### config.mk
export PLATFORM = sky130hd
export DESIGN_NAME = intrusion_alarm_mode_controller
export DESIGN_NICKNAME = d
export VERILOG_FILES = /design/src/sv/iamc_pkg.sv /design/src/sv/intrusion_alarm_mode_controller.sv
export SDC_FILE = /design/constraint.sdc
export NUM_CORES = 1
export LEC_CHECK = 0
export BUFFER_PORTS_ARGS = -buffer_cell sky130_fd_sc_hd__buf_2
export CAP_MARGIN = 0
export CORE_MARGIN = 10
export CORE_UTILIZATION = 48
export DETAILED_ROUTE_END_ITERATION = 10
export GPL_TIMING_DRIVEN = 0
export PLACE_DENSITY_LB_ADDON = 0.1
export SYNTH_ARGS = -nofsm -noshare
export SYNTH_HDL_FRONTEND = slang
export SYNTH_SLANG_ARGS = --single-unit
### constraint.sdc
create_clock -name aclk -period 9.03 [get_ports aclk]
set_input_delay 0 -clock aclk [delete_from_list [all_inputs] [get_ports aclk]]
set_output_delay 0 -clock aclk [all_outputs]
set_load 0.01 [all_outputs]
### src/sv/iamc_pkg.sv
// Types and fixed constants of the intrusion alarm mode controller.
`default_nettype none

package iamc_pkg;

    localparam int unsigned OP_W        = 4;
    localparam int unsigned EV_W        = 5;
    localparam int unsigned SECS_W      = 7;
    localparam int unsigned MODE_W      = 3;
    localparam int unsigned DELAY_W     = 7;
    localparam int unsigned SHOWN_W     = 8;
    localparam int unsigned IN_W        = 9;
    localparam int unsigned OUT_W       = 19;
    localparam int unsigned S_TDATA_W   = 16;
    localparam int unsigned M_TDATA_W   = 24;

    // Time in mode saturates at the top of a 17-bit count.
    localparam int unsigned ELAPSED_MAX = 131071;

    localparam logic [DELAY_W-1:0] DELAY_RESET = 7'd30;
    localparam logic [SHOWN_W-1:0] SHOWN_NONE  = 8'hFF;

    typedef enum logic [OP_W-1:0] {
        OP_TICK       = 4'd0,
        OP_DOOR       = 4'd1,
        OP_WINDOW     = 4'd2,
        OP_MOTION     = 4'd3,
        OP_EXIT_BTN   = 4'd4,
        OP_ARM_FULL   = 4'd5,
        OP_ARM_HOME   = 4'd6,
        OP_DISARM     = 4'd7,
        OP_CANCEL     = 4'd8,
        OP_FACE_MATCH = 4'd9,
        OP_FACE_NO    = 4'd10,
        OP_STATUS     = 4'd11
    } op_t;

    typedef enum logic [MODE_W-1:0] {
        MODE_IDLE  = 3'd0,
        MODE_EXIT  = 3'd1,
        MODE_FULL  = 3'd2,
        MODE_HOME  = 3'd3,
        MODE_ENTRY = 3'd4,
        MODE_FACE  = 3'd5,
        MODE_ALARM = 3'd6
    } mode_t;

    typedef enum logic [EV_W-1:0] {
        EV_NONE          = 5'd0,
        EV_DOOR_ENTRY    = 5'd1,
        EV_WINDOW_ENTRY  = 5'd2,
        EV_MOTION_ALARM  = 5'd3,
        EV_TIMEOUT_ALARM = 5'd4,
        EV_FACE_REQUEST  = 5'd5,
        EV_ENTRY_COUNT   = 5'd6,
        EV_EXIT_COUNT    = 5'd7,
        EV_ARM_FAILED    = 5'd8,
        EV_ARMED_FULL    = 5'd9,
        EV_REJ_NOT_IDLE  = 5'd10,
        EV_REJ_OPEN      = 5'd11,
        EV_EXIT_DELAY    = 5'd12,
        EV_ARMED_HOME    = 5'd13,
        EV_PIN_BARRED    = 5'd14,
        EV_DISARMED      = 5'd15,
        EV_LOCKOUT       = 5'd16,
        EV_WRONG_PIN     = 5'd17,
        EV_NOT_IN_ALARM  = 5'd18,
        EV_CANCELLED     = 5'd19,
        EV_FACE_DISARMED = 5'd20,
        EV_FACE_FAILED   = 5'd21,
        EV_MODE_REPORT   = 5'd22
    } event_t;

    // Input item, first field in the highest bits.
    typedef struct packed {
        logic lockout_begins;
        logic pin_barred;
        logic pin_match;
        logic window_ajar;
        logic door_ajar;
        op_t  op;
    } in_item_t;

    // Result item, first field in the highest bits.
    typedef struct packed {
        logic              bolt_locked;
        logic              siren_on;
        logic              green_lamp;
        logic              red_lamp;
        mode_t             mode_now;
        logic [SECS_W-1:0] seconds_left;
        event_t            event_res;
    } out_item_t;

endpackage

`default_nettype wire

### src/sv/intrusion_alarm_mode_controller.sv
// Intrusion alarm mode controller: one event item in, one result item out.
// The result of an item is registered and is on m_tdata in the cycle after it is accepted.
// Throughput: one item per cycle; a new item can enter in the cycle in which the
// previous result is taken, so only a stalled result blocks the input.
// Reset: idle mode, timers cleared, green lamp on, bolt locked, delay 30 s.
`default_nettype none

module intrusion_alarm_mode_controller #(
    parameter int unsigned FLASH_PERIOD_MS  = 400,
    parameter int unsigned TICKS_PER_SECOND = 1000
) (
    input  logic                               aclk,
    input  logic                               aresetn,
    input  logic                               cfg_we,
    input  logic [iamc_pkg::DELAY_W-1:0]       cfg_wdata,   // delay_seconds
    input  logic                               s_tvalid,
    output logic                               s_tready,
    // op[3:0], door_ajar[4], window_ajar[5], pin_match[6], pin_barred[7],
    // lockout_begins[8], zero fill above
    input  logic [iamc_pkg::S_TDATA_W-1:0]     s_tdata,
    output logic                               m_tvalid,
    input  logic                               m_tready,
    // event_res[4:0], seconds_left[11:5], mode_now[14:12], red_lamp[15],
    // green_lamp[16], siren_on[17], bolt_locked[18], zero fill above
    output logic [iamc_pkg::M_TDATA_W-1:0]     m_tdata
);

    import iamc_pkg::*;

    // Time in mode is held as whole seconds plus milliseconds in the second.
    localparam int unsigned SEC_MAX = ELAPSED_MAX / TICKS_PER_SECOND;
    localparam int unsigned MS_MAX  = ELAPSED_MAX % TICKS_PER_SECOND;
    localparam int unsigned SEC_W   = $clog2(SEC_MAX + 1);
    localparam int unsigned MS_W    = (TICKS_PER_SECOND > 1) ? $clog2(TICKS_PER_SECOND) : 1;
    localparam int unsigned CMP_W   = (SEC_W > DELAY_W) ? SEC_W : DELAY_W;
    localparam int unsigned FL_W    = $clog2(FLASH_PERIOD_MS + 1);

    localparam logic [SEC_W-1:0] SEC_SAT   = SEC_W'(SEC_MAX);
    localparam logic [MS_W-1:0]  MS_SAT    = MS_W'(MS_MAX);
    localparam logic [MS_W-1:0]  MS_WRAP   = MS_W'(TICKS_PER_SECOND - 1);
    localparam logic [FL_W-1:0]  FL_PERIOD = FL_W'(FLASH_PERIOD_MS);

    // State registers
    logic [DELAY_W-1:0] delay_reg;
    mode_t              mode_reg, mode_next;
    logic [SEC_W-1:0]   sec_reg, sec_next;
    logic [MS_W-1:0]    ms_reg, ms_next;
    logic [FL_W-1:0]    flash_reg, flash_next;
    logic               phase_reg, phase_next;
    logic               red_reg, red_next;
    logic               green_reg, green_next;
    logic               siren_reg, siren_next;
    logic               lock_reg, lock_next;
    logic [SHOWN_W-1:0] last_entry_reg, last_entry_next;
    logic [SHOWN_W-1:0] last_exit_reg, last_exit_next;
    logic               m_tvalid_reg;
    out_item_t          m_item_reg, m_item_next;

    in_item_t           item;
    logic               in_acc;
    logic               tick;
    logic               armed;
    logic [SEC_W-1:0]   sec_tick;
    logic [MS_W-1:0]    ms_tick;
    logic [CMP_W-1:0]   secs_diff;
    logic [SECS_W-1:0]  secs_rem;
    logic [FL_W-1:0]    flash_inc;
    event_t             ev_next;
    logic [SECS_W-1:0]  secs_next;

    assign item     = in_item_t'(s_tdata[IN_W-1:0]);
    assign s_tready = !m_tvalid_reg || m_tready;
    assign in_acc   = s_tvalid && s_tready;
    assign tick     = (item.op == OP_TICK);
    assign armed    = (mode_reg == MODE_FULL) || (mode_reg == MODE_HOME);
    assign m_tvalid = m_tvalid_reg;
    assign m_tdata  = {(M_TDATA_W - OUT_W)'(0), m_item_reg};

    // Advance the time in mode by one tick and work out the whole seconds left.
    always_comb begin
        sec_tick  = sec_reg;
        ms_tick   = ms_reg;
        secs_diff = '0;
        secs_rem  = '0;
        if (!((sec_reg == SEC_SAT) && (ms_reg == MS_SAT))) begin
            if (ms_reg == MS_WRAP) begin
                ms_tick  = '0;
                sec_tick = sec_reg + SEC_W'(1);
            end else begin
                ms_tick = ms_reg + MS_W'(1);
            end
        end
        // Whole seconds left is the delay less the started seconds.
        if (CMP_W'(sec_tick) < CMP_W'(delay_reg)) begin
            secs_diff = CMP_W'(delay_reg) - CMP_W'(sec_tick) - CMP_W'(ms_tick != '0);
            secs_rem  = secs_diff[SECS_W-1:0];
        end
    end

    // Next mode and event code for the item.
    always_comb begin
        mode_next = mode_reg;
        ev_next   = EV_NONE;
        secs_next = '0;
        unique case (item.op)
            OP_TICK: begin
                if ((mode_reg == MODE_ENTRY) || (mode_reg == MODE_FACE)) begin
                    if (secs_rem == '0) begin
                        mode_next = MODE_ALARM;
                        ev_next   = EV_TIMEOUT_ALARM;
                    end else if (SHOWN_W'(secs_rem) != last_entry_reg) begin
                        ev_next   = EV_ENTRY_COUNT;
                        secs_next = secs_rem;
                    end
                end else if (mode_reg == MODE_EXIT) begin
                    if (secs_rem == '0) begin
                        if (item.door_ajar || item.window_ajar) begin
                            mode_next = MODE_IDLE;
                            ev_next   = EV_ARM_FAILED;
                        end else begin
                            mode_next = MODE_FULL;
                            ev_next   = EV_ARMED_FULL;
                        end
                    end else if (SHOWN_W'(secs_rem) != last_exit_reg) begin
                        ev_next   = EV_EXIT_COUNT;
                        secs_next = secs_rem;
                    end
                end
            end
            OP_DOOR: begin
                if (armed) begin
                    mode_next = MODE_ENTRY;
                    ev_next   = EV_DOOR_ENTRY;
                end
            end
            OP_WINDOW: begin
                if (armed) begin
                    mode_next = MODE_ENTRY;
                    ev_next   = EV_WINDOW_ENTRY;
                end
            end
            OP_MOTION: begin
                if (mode_reg == MODE_FULL) begin
                    mode_next = MODE_ALARM;
                    ev_next   = EV_MOTION_ALARM;
                end
            end
            OP_EXIT_BTN: begin
                if ((mode_reg == MODE_ENTRY) || (mode_reg == MODE_ALARM)) begin
                    mode_next = MODE_FACE;
                    ev_next   = EV_FACE_REQUEST;
                end
            end
            OP_ARM_FULL: begin
                if (mode_reg != MODE_IDLE) begin
                    ev_next = EV_REJ_NOT_IDLE;
                end else if (item.door_ajar || item.window_ajar) begin
                    ev_next = EV_REJ_OPEN;
                end else begin
                    mode_next = MODE_EXIT;
                    ev_next   = EV_EXIT_DELAY;
                end
            end
            OP_ARM_HOME: begin
                if (mode_reg != MODE_IDLE) begin
                    ev_next = EV_REJ_NOT_IDLE;
                end else begin
                    mode_next = MODE_HOME;
                    ev_next   = EV_ARMED_HOME;
                end
            end
            OP_DISARM: begin
                if (item.pin_barred) begin
                    ev_next = EV_PIN_BARRED;
                end else if (item.pin_match) begin
                    mode_next = MODE_IDLE;
                    ev_next   = EV_DISARMED;
                end else if (item.lockout_begins) begin
                    ev_next = EV_LOCKOUT;
                end else begin
                    ev_next = EV_WRONG_PIN;
                end
            end
            OP_CANCEL: begin
                if (mode_reg != MODE_ALARM) begin
                    ev_next = EV_NOT_IN_ALARM;
                end else if (item.pin_match) begin
                    mode_next = MODE_IDLE;
                    ev_next   = EV_CANCELLED;
                end else begin
                    ev_next = EV_WRONG_PIN;
                end
            end
            OP_FACE_MATCH: begin
                if ((mode_reg == MODE_FACE) || (mode_reg == MODE_ENTRY) ||
                    (mode_reg == MODE_ALARM)) begin
                    mode_next = MODE_IDLE;
                    ev_next   = EV_FACE_DISARMED;
                end
            end
            OP_FACE_NO: begin
                if (mode_reg == MODE_FACE) begin
                    mode_next = MODE_ENTRY;
                end
                ev_next = EV_FACE_FAILED;
            end
            OP_STATUS: begin
                ev_next = EV_MODE_REPORT;
            end
            default: begin
                ev_next = EV_NONE;
            end
        endcase
    end

    // Timers, drive levels, flash and the result item follow from the event.
    always_comb begin
        sec_next        = tick ? sec_tick : sec_reg;
        ms_next         = tick ? ms_tick : ms_reg;
        flash_inc       = flash_reg;
        phase_next      = phase_reg;
        red_next        = red_reg;
        green_next      = green_reg;
        siren_next      = siren_reg;
        lock_next       = lock_reg;
        last_entry_next = last_entry_reg;
        last_exit_next  = last_exit_reg;

        // Every mode change restarts the time in mode.
        if (mode_next != mode_reg) begin
            sec_next = '0;
            ms_next  = '0;
        end

        if (tick && (flash_reg < FL_PERIOD)) begin
            flash_inc = flash_reg + FL_W'(1);
        end
        flash_next = flash_inc;

        case (ev_next) inside
            EV_MOTION_ALARM, EV_TIMEOUT_ALARM: begin
                siren_next = 1'b1;
                red_next   = 1'b1;
                green_next = 1'b0;
            end
            EV_DISARMED, EV_CANCELLED, EV_FACE_DISARMED: begin
                siren_next = 1'b0;
                lock_next  = 1'b0;
                red_next   = 1'b0;
                green_next = 1'b1;
            end
            EV_EXIT_DELAY: begin
                lock_next  = 1'b1;
                green_next = 1'b0;
            end
            EV_ARMED_HOME: begin
                lock_next  = 1'b1;
                green_next = 1'b1;
            end
            EV_ENTRY_COUNT: begin
                last_entry_next = SHOWN_W'(secs_rem);
            end
            EV_EXIT_COUNT: begin
                last_exit_next = SHOWN_W'(secs_rem);
            end
            default: begin
            end
        endcase

        // The red lamp flashes in entry and alarm modes.
        if (((mode_next == MODE_ALARM) || (mode_next == MODE_ENTRY)) &&
            (flash_inc >= FL_PERIOD)) begin
            phase_next = !phase_reg;
            flash_next = '0;
            red_next   = !phase_reg;
        end

        m_item_next.event_res    = ev_next;
        m_item_next.seconds_left = secs_next;
        m_item_next.mode_now     = mode_next;
        m_item_next.red_lamp     = red_next;
        m_item_next.green_lamp   = green_next;
        m_item_next.siren_on     = siren_next;
        m_item_next.bolt_locked  = lock_next;
    end

    // Configuration register.
    always_ff @(posedge aclk) begin
        if (!aresetn) begin
            delay_reg <= DELAY_RESET;
        end else if (cfg_we) begin
            delay_reg <= cfg_wdata;
        end
    end

    // Controller state, updated on every accepted item.
    always_ff @(posedge aclk) begin
        if (!aresetn) begin
            mode_reg       <= MODE_IDLE;
            sec_reg        <= '0;
            ms_reg         <= '0;
            flash_reg      <= '0;
            phase_reg      <= 1'b0;
            red_reg        <= 1'b0;
            green_reg      <= 1'b1;
            siren_reg      <= 1'b0;
            lock_reg       <= 1'b1;
            last_entry_reg <= SHOWN_NONE;
            last_exit_reg  <= SHOWN_NONE;
        end else if (in_acc) begin
            mode_reg       <= mode_next;
            sec_reg        <= sec_next;
            ms_reg         <= ms_next;
            flash_reg      <= flash_next;
            phase_reg      <= phase_next;
            red_reg        <= red_next;
            green_reg      <= green_next;
            siren_reg      <= siren_next;
            lock_reg       <= lock_next;
            last_entry_reg <= last_entry_next;
            last_exit_reg  <= last_exit_next;
        end
    end

    // Output register: loads whenever it is empty or being emptied.
    always_ff @(posedge aclk) begin
        if (!aresetn) begin
            m_tvalid_reg <= 1'b0;
        end else if (s_tready) begin
            m_tvalid_reg <= s_tvalid;
        end
    end

    always_ff @(posedge aclk) begin
        if (in_acc) begin
            m_item_reg <= m_item_next;
        end
    end

endmodule

`default_nettype wire

Word-level counts from Yosys, hierarchy flattened
Index checks and enable logic that the tools add are counted.

Flip-flop bits (word level): 78. Output and inout bits: 26. Word-level logic and storage cells: 161. Bits of input ports: 28.

$add $sub $neg: 5. Multiplexer cells: 68. Order comparisons: 3. Reductions and logical operators: 25. Equal/unequal tests: 35. Bitwise gates (word level): 5.

Operators with widths (number): 3-bit two-way mux (21); 5-bit one-hot mux with 12 select lines (1); 7-bit two-way mux (7); 10-bit two-way mux (4); 5-bit two-way mux (7); 8-bit two-way mux (4); 3-bit one-hot mux with 10 select lines (1); 9-bit two-way mux (2); 4-bit by 3-bit equality test with 1-bit output (second input constant) (4); 4-bit equality test (second input constant) (4); 1-bit two-way mux (16); 7-bit by 8-bit != test with 1-bit output (2); 3-bit equality test (second input constant) (5); 5-bit by 3-bit equality test with 1-bit output (second input constant) (3); 5-bit by 4-bit equality test with 1-bit output (second input constant) (3); 10-bit by 1-bit adder with 10-bit output (second input constant) (1); 10-bit equality test (second input constant) (1); 10-bit by 7-bit equality test with 1-bit output (second input constant) (1); 5-bit equality test (second input constant) (2); 2-bit two-way mux (5); 10-bit nonzero test (1); 9-bit by 1-bit adder with 9-bit output (second input constant) (1); 9-bit >= comparator (second input constant) (1); 9-bit less-than comparator (second input constant) (1); other kinds (25) (43).

Longest topological paths before layout
Gate-level depths: netlist of the first run.

Depth in word-level cells: 17. Gate-level depth with buffers: 28. Depth with buffers taken out: 26.

Least setup slack after synthesis of the first run
No wires, ideal clock.

Path kind: register -> register. Start: register ms_reg[0]. End: register last_entry_reg[6]. Library setup time: 129 ps. Stages on the path, launching flop included: 27. Data required time: 8901 ps. Path buffers: 2. Period minus slack after synthesis: 6089 ps. Slack: 2941 ps. Data arrival time: 5960 ps. Path through: dfxtp_1 ha_1 nand4b_2 nor3_1 clkbuf_1 or2_2 nor2_1 a211oi_1 nand2_1 nor4_1 fa_1 inv_1 ha_1 nor2_1 fa_1 a21boi_0 o21a_1 a2bb2o_1 a211o_1 a211oi_2 a41o_2 nand2_4 or3_4 nor4bb_4 buf_6 mux2i_1 nand2_1.

Word-level cells in the longest chain between the ends: 16. Elaborated cells between the ends (all ways): 38. Classes of those cells: 3 x add/sub; 1 x order compare; 12 x eq/ne; 12 x mux; 4 x bitwise; 6 x reduce/logical.

RTL lines: start, declared (RTL line intrusion_alarm_mode_controller.sv:47) `logic [MS_W-1:0] ms_reg, ms_next;`; start signal, assigned (RTL line intrusion_alarm_mode_controller.sv:313) `ms_reg <= ms_next;`; 10-bit by 1-bit adder with 10-bit output, or another cell as far along (RTL line intrusion_alarm_mode_controller.sv:90) `ms_tick = ms_reg + MS_W'(1);`; 10-bit two-way mux, or another cell as far along (RTL line intrusion_alarm_mode_controller.sv:86) `if (ms_reg == MS_WRAP) begin`; 10-bit two-way mux or 8-bit two-way mux (tied branches) (RTL line intrusion_alarm_mode_controller.sv:85) `if (!((sec_reg == SEC_SAT) && (ms_reg == MS_SAT))) begin`; 10-bit nonzero test or 7-bit subtractor (tied branches) (RTL line intrusion_alarm_mode_controller.sv:95) `secs_diff = CMP_W'(delay_reg) - CMP_W'(sec_tick) - CMP_W'(ms_tick != '0);`; 7-bit by 1-bit subtractor with 7-bit output (RTL line intrusion_alarm_mode_controller.sv:95); 7-bit two-way mux * (RTL line intrusion_alarm_mode_controller.sv:94) `if (CMP_W'(sec_tick) < CMP_W'(delay_reg)) begin`; 7-bit by 8-bit != test with 1-bit output (RTL line intrusion_alarm_mode_controller.sv:124) `end else if (SHOWN_W'(secs_rem) != last_exit_reg) begin`; 3-bit two-way mux (RTL line intrusion_alarm_mode_controller.sv:124); 5-bit two-way mux (RTL line intrusion_alarm_mode_controller.sv:116) `if (secs_rem == '0) begin`; 5-bit two-way mux (RTL line intrusion_alarm_mode_controller.sv:115) `end else if (mode_reg == MODE_EXIT) begin`; 5-bit two-way mux * (RTL line intrusion_alarm_mode_controller.sv:107) `if ((mode_reg == MODE_ENTRY) || (mode_reg == MODE_FACE)) begin`; 5-bit one-hot mux with 12 select lines * (RTL line intrusion_alarm_mode_controller.sv:105) `unique case (item.op)`; net ev_next[0] (RTL line intrusion_alarm_mode_controller.sv:68) `event_t ev_next;`; 5-bit by 4-bit equality test with 1-bit output (no source line), or another cell as far along; 3-bit OR reduction or 2-bit OR reduction (tied branches) (RTL line intrusion_alarm_mode_controller.sv:240) `case (ev_next) inside`; 1-bit inverter (no source line); 6-bit AND reduction (no source line) *; end signal, assigned (RTL line intrusion_alarm_mode_controller.sv:320) `last_entry_reg <= last_entry_next;`; end, declared (RTL line intrusion_alarm_mode_controller.sv:54) `logic [SHOWN_W-1:0] last_entry_reg, last_entry_next;`.

The timed path passes the listed nets; every way through them passes the cells marked *. A chain may end at the register's enable or synchronous reset.

Worst setup path in the final report of the first run
Start: register ms_reg[0]. End: register ms_reg[1].

Word-level cells in the longest chain between the ends: 14. Elaborated cells between the ends (all ways): 24. Classes of those cells: 3 x add/sub; 1 x order compare; 3 x eq/ne; 12 x mux; 5 x reduce/logical.

RTL lines: 10-bit by 1-bit adder with 10-bit output, or another cell as far along (RTL line intrusion_alarm_mode_controller.sv:90); 10-bit two-way mux, or another cell as far along (RTL line intrusion_alarm_mode_controller.sv:86); 10-bit two-way mux or 8-bit two-way mux (tied branches) (RTL line intrusion_alarm_mode_controller.sv:85); 10-bit nonzero test or 7-bit subtractor (tied branches) (RTL line intrusion_alarm_mode_controller.sv:95); 7-bit by 1-bit subtractor with 7-bit output (RTL line intrusion_alarm_mode_controller.sv:95); 7-bit two-way mux (RTL line intrusion_alarm_mode_controller.sv:94); 7-bit logical NOT (RTL line intrusion_alarm_mode_controller.sv:108, intrusion_alarm_mode_controller.sv:116); 3-bit two-way mux (RTL line intrusion_alarm_mode_controller.sv:116); 3-bit two-way mux (RTL line intrusion_alarm_mode_controller.sv:115); 3-bit two-way mux (RTL line intrusion_alarm_mode_controller.sv:107); 3-bit one-hot mux with 10 select lines (RTL line intrusion_alarm_mode_controller.sv:105); 3-bit != test (RTL line intrusion_alarm_mode_controller.sv:230) `if (mode_next != mode_reg) begin`; 2-bit nonzero test (no source line); 2-bit AND reduction (no source line).

Parallel ways exist; a longest one is shown, timed or not. The select of a mux whose other input is x is not followed.

==> flow_metrics.tcl, run 1 <==
set metrics [dict create \
    antenna_left 0 \
    cts_root_buf "clkbuf_16" \
    initial_core_util_pct 49.36 \
    tns_ns 0 \
    core_um2 10940 \
    drc_errors 0 \
    hpwl_mm 11.07 \
    clkPwrFrac_pct 40.2 \
    grt_pass1_vias 5075 \
    dp_worst_setup_slack_ns 1.571 \
    syn_to_final_growth_pct 14.44 \
    async_reset_ff_share_pct 0 \
    io_pins 54 \
    cp-start-kind "register" \
    cts_tree "yes" \
    hold_class "in2reg" \
    drt_iter0_markers 567 \
    cap_violations 0 \
    leakagePower_nw 2.526 \
    p_int_w 0.0006493 \
    pwr-share-seq_pct 41.2 \
    layout.nets 790 \
    timing.slew.headroom_pct 31.59 \
    synth_cell_types 86 \
    crit_fanout 10 \
    port_buffers 38 \
    dr.pass1.iters 5 \
    die_y_um 126.0 \
    place.gp.congestion 0.9583 \
    worst_pin_slew_ns 1.017 \
    grt_overflow 0 \
    final_area_um2 6177 \
    switchingPower_w 0.0002660 \
    rsz0062_at_grt "no" \
    grt_antenna_before_repair 0 \
    worst-endpoint-arrival_ns 7.72 \
    finalClockSkew_ns 0.01210 \
    grt_usage_pct 17.98 \
    final_cell_mix "nand2_1, nor2_1, dfxtp_1" \
    wire_per_inst_um 16.71 \
    powerDensity_nw_per_um2 148.2 \
    finalCriticalPeriod_ns 7.499 \
    p_sw_share_pct 29.06 \
    cts_buffers 9 \
    cts_max_path_buffers 2 \
    synthFlopType "dfxtp_1" \
    die-area_um2 15890 \
    yosys_warnings 0 \
    mostFrequentLayoutCell "nand2_1" \
    fmax_ghz 0.1333 \
    critPathSlowestCell "or4_1" \
    post-route-period-util_pct 83.05 \
    avgSynthCellArea_um2 7.985 \
    synth_seq_cells 78 \
    fillers 1037 \
    drt-vias-per-instance 5.958 \
    setup_violations 0 \
    slowest_delay_ns 0.56 \
    clk_pin_slew_ns 0.06 \
    grt_pass1_wl_mm 24.58 \
    vdd_ir_drop_max_mv 0.08142 \
    end_kind "register" \
    hold_violations 0 \
    setup_ws_ns 1.531 \
    grt_max_degree 29 \
    report.final.slew_viol_count 0 \
    clk_latency_ns 0.34 \
    cts_sinks 78 \
    diodes 0 \
    place_area_um2 5778 \
    wirelength_mm 14.77 \
    synth_cells 676 \
    path_class "reg2reg" \
    critPathRequiredTime_ns 9.25 \
    regArea_um2 1752 \
    die_x_um 126.0 \
    multi_input_area_um2 3346 \
    status "complete, no violations" \
    p_comb_share_pct 18.6 \
    yosysSeqAreaShare_pct 32.45 \
    rows 38 \
    synth_edf_count 19 \
    layout-drive-gt1-share_pct 12.10 \
    largest_reg_flops 19 \
    num_vias 5267 \
    syn_area_um2 5398 \
    htreeDepth 3 \
]
-- metrics by stage --
stage | instances | hold WS, ns | utilization, % | total power (W)
finish | 884 | 0.03367 | 56.49 | 0.0009153
global route | 884 | 0.05734 | 56.49 | 0.0009548
CTS | 884 | 0.03641 | 56.48 | 0.0009204
floorplan | 680 | 0.1295 | - | 0.0005019
global placement | 858 | 0.2165 | 52.84 | 0.0005466
detailed placement | 858 | 0.2253 | 52.84 | 0.0005486
-- final cells by class --
type / count / area share [%]
Timing Repair Buffer: 48 / 4.699
Multi-Input combinational cell: 528 / 54.16
Sequential cell: 78 / 28.36
Inverter: 32 / 1.944
Buffer: 42 / 3.180
Clock buffer: 10 / 3.707
Tap cell: 140 / 2.836
Clock inverter: 6 / 1.114
-- repair_timing --
action                                 4_1_cts  5_1_grt
hold buffers                                10        0
setup buffers                                0        0
resized for setup                            0        0
endpoints found under the hold margin        8        0
-- cells in the mapped netlist, drive strengths merged, types with 12 or more instances --
cell type,n,area [um^2]
xor2,13,113.9
o21ai,49,256.5
nor3,15,86.34
edfxtp,19,570.6
dfxtp,59,1181
nand3,20,105.1
nor2,73,274.0
ha,20,250.2
a31oi,17,112.6
o211ai,12,90.09
inv,31,116.4
nand2,81,311.6
a21oi,40,204.0
xnor2,12,105.1
clkbuf,31,116.4
nand2b,13,81.33
-- path summary, 6_finish.rpt --
kind / startpoint / end / slack, ns / cells past startpoint
hold reg to reg: last_exit_reg[7]$_SDFFE_PN1P_ / last_exit_reg[7]$_SDFFE_PN1P_ / 0.46 / 2
setup reg to reg: ms_reg[0]$_SDFFE_PN0P_ / ms_reg[1]$_SDFFE_PN0P_ / 1.53 / 26
setup / recovery: ms_reg[0]$_SDFFE_PN0P_ / ms_reg[1]$_SDFFE_PN0P_ / 1.53 / 26
hold / removal: aresetn / green_reg$_SDFFE_PN1P_ / 0.03 / 3
-- power groups by stage --
stage | clock, W | sequential (W) | combinational, W
after floorplan | 0 | 0.000388 | 0.000114
after global placement | 0 | 0.000384 | 0.000162
after detailed placement | 0 | 0.000385 | 0.000164
after CTS | 0.000375 | 0.000377 | 0.000168
after global routing | 0.000390 | 0.000378 | 0.000187
final | 0.000368 | 0.000377 | 0.000170
-- logic make-up (layout without fill, tap and decap cells) --
group	after synthesis	after routing	share of synthesized area, %
xor+xnor	25	25	4.057
flops	78	78	32.45
mux	5	5	0.9273
other cells	1	5	0.06947
simple gates	278	278	26.33
compound gates	192	192	24.57
fa+ha+maj	23	23	5.749
buf+inv	74	138	5.841
-- critical path: cells and delay by family, from the launching register on --
family	cells	cell delay [ns]
AO/OA/AOI/OAI	8	2.01
XOR/XNOR	1	0.42
adder cells (fa/ha/maj)	4	1.38
buffers and inverters	3	0.77
flip-flops	1	0.42
AND/OR/NAND/NOR	10	2.35
-- per-layer routing --
layer / vias to the layer above / track usage, % / wire length (um)
met5: - / 0 / 0
met4: 0 / 6.229 / 222
met3: 22 / 3.607 / 864
met2: 192 / 28.98 / 6809
met1: 2494 / 23.39 / 6874
li1: 2559 / - / -
(Power assumes the default switching activity.)
==> inputs of run 2 (changes only) <==
==> constraint.sdc (replaced) <==
create_clock -name aclk -period 6.4 [get_ports aclk]
set_input_delay 0 -clock aclk [delete_from_list [all_inputs] [get_ports aclk]]
set_output_delay 0 -clock aclk [all_outputs]
set_load 0.01 [all_outputs]
==> run 2 against run 1 <==
Compared with the run above:
- via count increased by 1.2%
- hold slack got worse by 0.0030 ns
- combinational power increased by 56%
- clock skew decreased by 0.0010 ns
- fmax increased by 22%
- first-iteration DRC count increased by 11%
- die area unchanged
- critical path type unchanged
==> flow_metrics.tcl, run 2 (synthesis results as in run 1) <==
set metrics [dict create \
    finalNonFillerCells 895 \
    cts_tree "yes" \
    pwr-share-seq_pct 40.3 \
    place_inst 858 \
    syn_to_final_growth_pct 20.79 \
    fin_util_pct 59.62 \
    die-area_um2 15890 \
    layout.nets 801 \
    crit_fanout 7 \
    min_from "aresetn" \
    worst-endpoint-arrival_ns 6.34 \
    worst_pin_slew_ns 1.008 \
    rows 38 \
    setup_violations 0 \
    mostFrequentLayoutCell "nand2_1" \
    largest_reg_flops 19 \
    finalCriticalPeriod_ns 6.137 \
    hpwl_mm 11.07 \
    layout-drive-gt1-share_pct 18.01 \
    grt_max_degree 29 \
    report.final.slew_viol_count 0 \
    p_int_w 0.0009293 \
    timing.slew.headroom_pct 32.20 \
    grt_overflow 0 \
    finalClockSkew_ns 0.01105 \
    end_kind "register" \
    post-route-period-util_pct 95.89 \
    final_cell_mix "nand2_1, nor2_1, dfxtp_1" \
    grt_pass1_vias 5115 \
    p_sw_share_pct 29.44 \
    vdd_ir_drop_max_mv 0.1153 \
    fmax_ghz 0.1629 \
    powerDensity_nw_per_um2 202.0 \
    initial_core_util_pct 49.36 \
    drt-vias-per-instance 5.953 \
    wire_per_inst_um 17.12 \
    antenna_left 0 \
    grt_usage_pct 18.32 \
    grt_pass1_wl_mm 25.05 \
    hold_class "in2reg" \
    wirelength_mm 15.32 \
    r2r-start "ms_reg[0]$_SDFFE_PN0P_" \
    path_class "reg2reg" \
    place.gp.congestion 0.9583 \
    io_pins 54 \
    leakagePower_nw 2.670 \
    status "complete, no violations" \
    crit_start "ms_reg[0]$_SDFFE_PN0P_" \
    cts_buffers 9 \
    cp-start-kind "register" \
    critPathRequiredTime_ns 6.61 \
    core_um2 10940 \
    die_x_um 126.0 \
    drc_errors 0 \
    grt_antenna_before_repair 0 \
    switchingPower_w 0.0003878 \
    die_y_um 126.0 \
    rsz0062_at_grt "yes" \
    p_comb_share_pct 20.2 \
    num_vias 5328 \
    diodes 0 \
    hold_violations 0 \
    htreeDepth 3 \
    clkPwrFrac_pct 39.5 \
    dr.pass1.iters 5 \
    cts_max_path_buffers 2 \
    port_buffers 38 \
    clk_latency_ns 0.34 \
    drt_iter0_markers 628 \
    cap_violations 0 \
    cts_root_buf "clkbuf_16" \
    clk_pin_slew_ns 0.06 \
    cts_sinks 78 \
]
run 2: cell count changes in the layout (fill, tap and decap cells not counted), moves of 4 or more:
cell      before  now
buf_4          5   21
clkbuf_1      31   26
dfxtp_1       59   53
dfxtp_2        0    5
nor4_1         7    3
run 2: worst max-delay path: stages (launching register included):
cell and delay (ns):
dfxtp_4 0.38, ha_4 0.18, nand4b_4 0.18, or3_4 0.47
nand2_1 0.09, nor2_1 0.04, a21oi_1 0.21, nand2_2 0.11
nor4_4 0.18, fa_1 0.51, inv_1 0.08, ha_1 0.16
nor2_1 0.07, fa_2 0.37, a21boi_2 0.20, o22ai_1 0.17
xnor2_2 0.21, buf_4 0.16, a311o_1 0.34, a221o_1 0.31
nor4_4 0.42, o21ai_4 0.13, buf_4 0.18, a311oi_4 0.36
buf_4 0.20, o21ai_0 0.08, a21oi_1 0.16, nor2_1 0.05
run 2: metrics by stage:
| step | setup WS, ns | hold WS, ns | cell area [um^2] | setup TNS, ns | power (W) |
|---|---|---|---|---|---|
| 3_3_place_gp | -0.9710 | 0.2165 | 5778 | -33.05 | 0.0007712 |
| 6_report | 0.2631 | 0.03064 | 6520 | 0 | 0.001317 |
| 5_1_grt | -0.04928 | 0.05726 | 6520 | -0.1196 | 0.001373 |
| 3_5_place_dp | -1.059 | 0.2253 | 5778 | -40.22 | 0.0007740 |
| 4_1_cts | 0.003213 | 0.03641 | 6312 | 0 | 0.001311 |
| 2_1_floorplan | 0.3113 | 0.1295 | 5413 | 0 | 0.0007081 |
run 2: final cells by class:
type                    instances  area [um^2]
clock buffers                  10        229.0
multi-input cells             528         3568
plain buffers                  38        193.9
flip-flops and latches         78         1762
fillers                      1008         4415
clock inverters                 6        68.82
well taps                     140        175.2
inverters                      32        120.1
repair buffers                 63        402.9
run 2: worst paths after layout:
kind / endpoint / slack (ns) / cells past startpoint
worst max-delay path: flash_reg[4]$_SDFFE_PN0P_ / 0.26 / 27
worst min-delay path: green_reg$_SDFFE_PN1P_ / 0.03 / 3
worst max register to register: flash_reg[4]$_SDFFE_PN0P_ / 0.26 / 27
worst min register to register: last_exit_reg[7]$_SDFFE_PN1P_ / 0.48 / 2
run 2: what timing repair did:
| item | in CTS | in global routing |
|---|---|---|
| setup endpoints to repair | 64 | 46 |
| hold buffers | 10 | 0 |
| gates cloned | 0 | 0 |
| setup buffers | 4 | 11 |
| pin swaps | 5 | 18 |
| endpoints found under the hold margin | 8 | 0 |
| gates resized for setup | 23 | 28 |
run 2: power groups by stage:
stage | registers (W) | clock network, W | logic [W]
6_report | 0.000531 | 0.000520 | 0.000265
3_5_place_dp | 0.000543 | 0 | 0.000231
2_1_floorplan | 0.000547 | 0 | 0.000161
5_1_grt | 0.000533 | 0.000550 | 0.000290
4_1_cts | 0.000532 | 0.000529 | 0.000250
3_3_place_gp | 0.000542 | 0 | 0.000229
run 2: layer usage:
layer | vias to the layer above | share of wire, % | GRT usage, %
met3 | 19 | 6.3 | 3.691
met5 | - | 0 | 0
met2 | 186 | 47 | 29.83
met4 | 0 | 1.3 | 6.162
met1 | 2539 | 45 | 23.62
li1 | 2584 | - | -
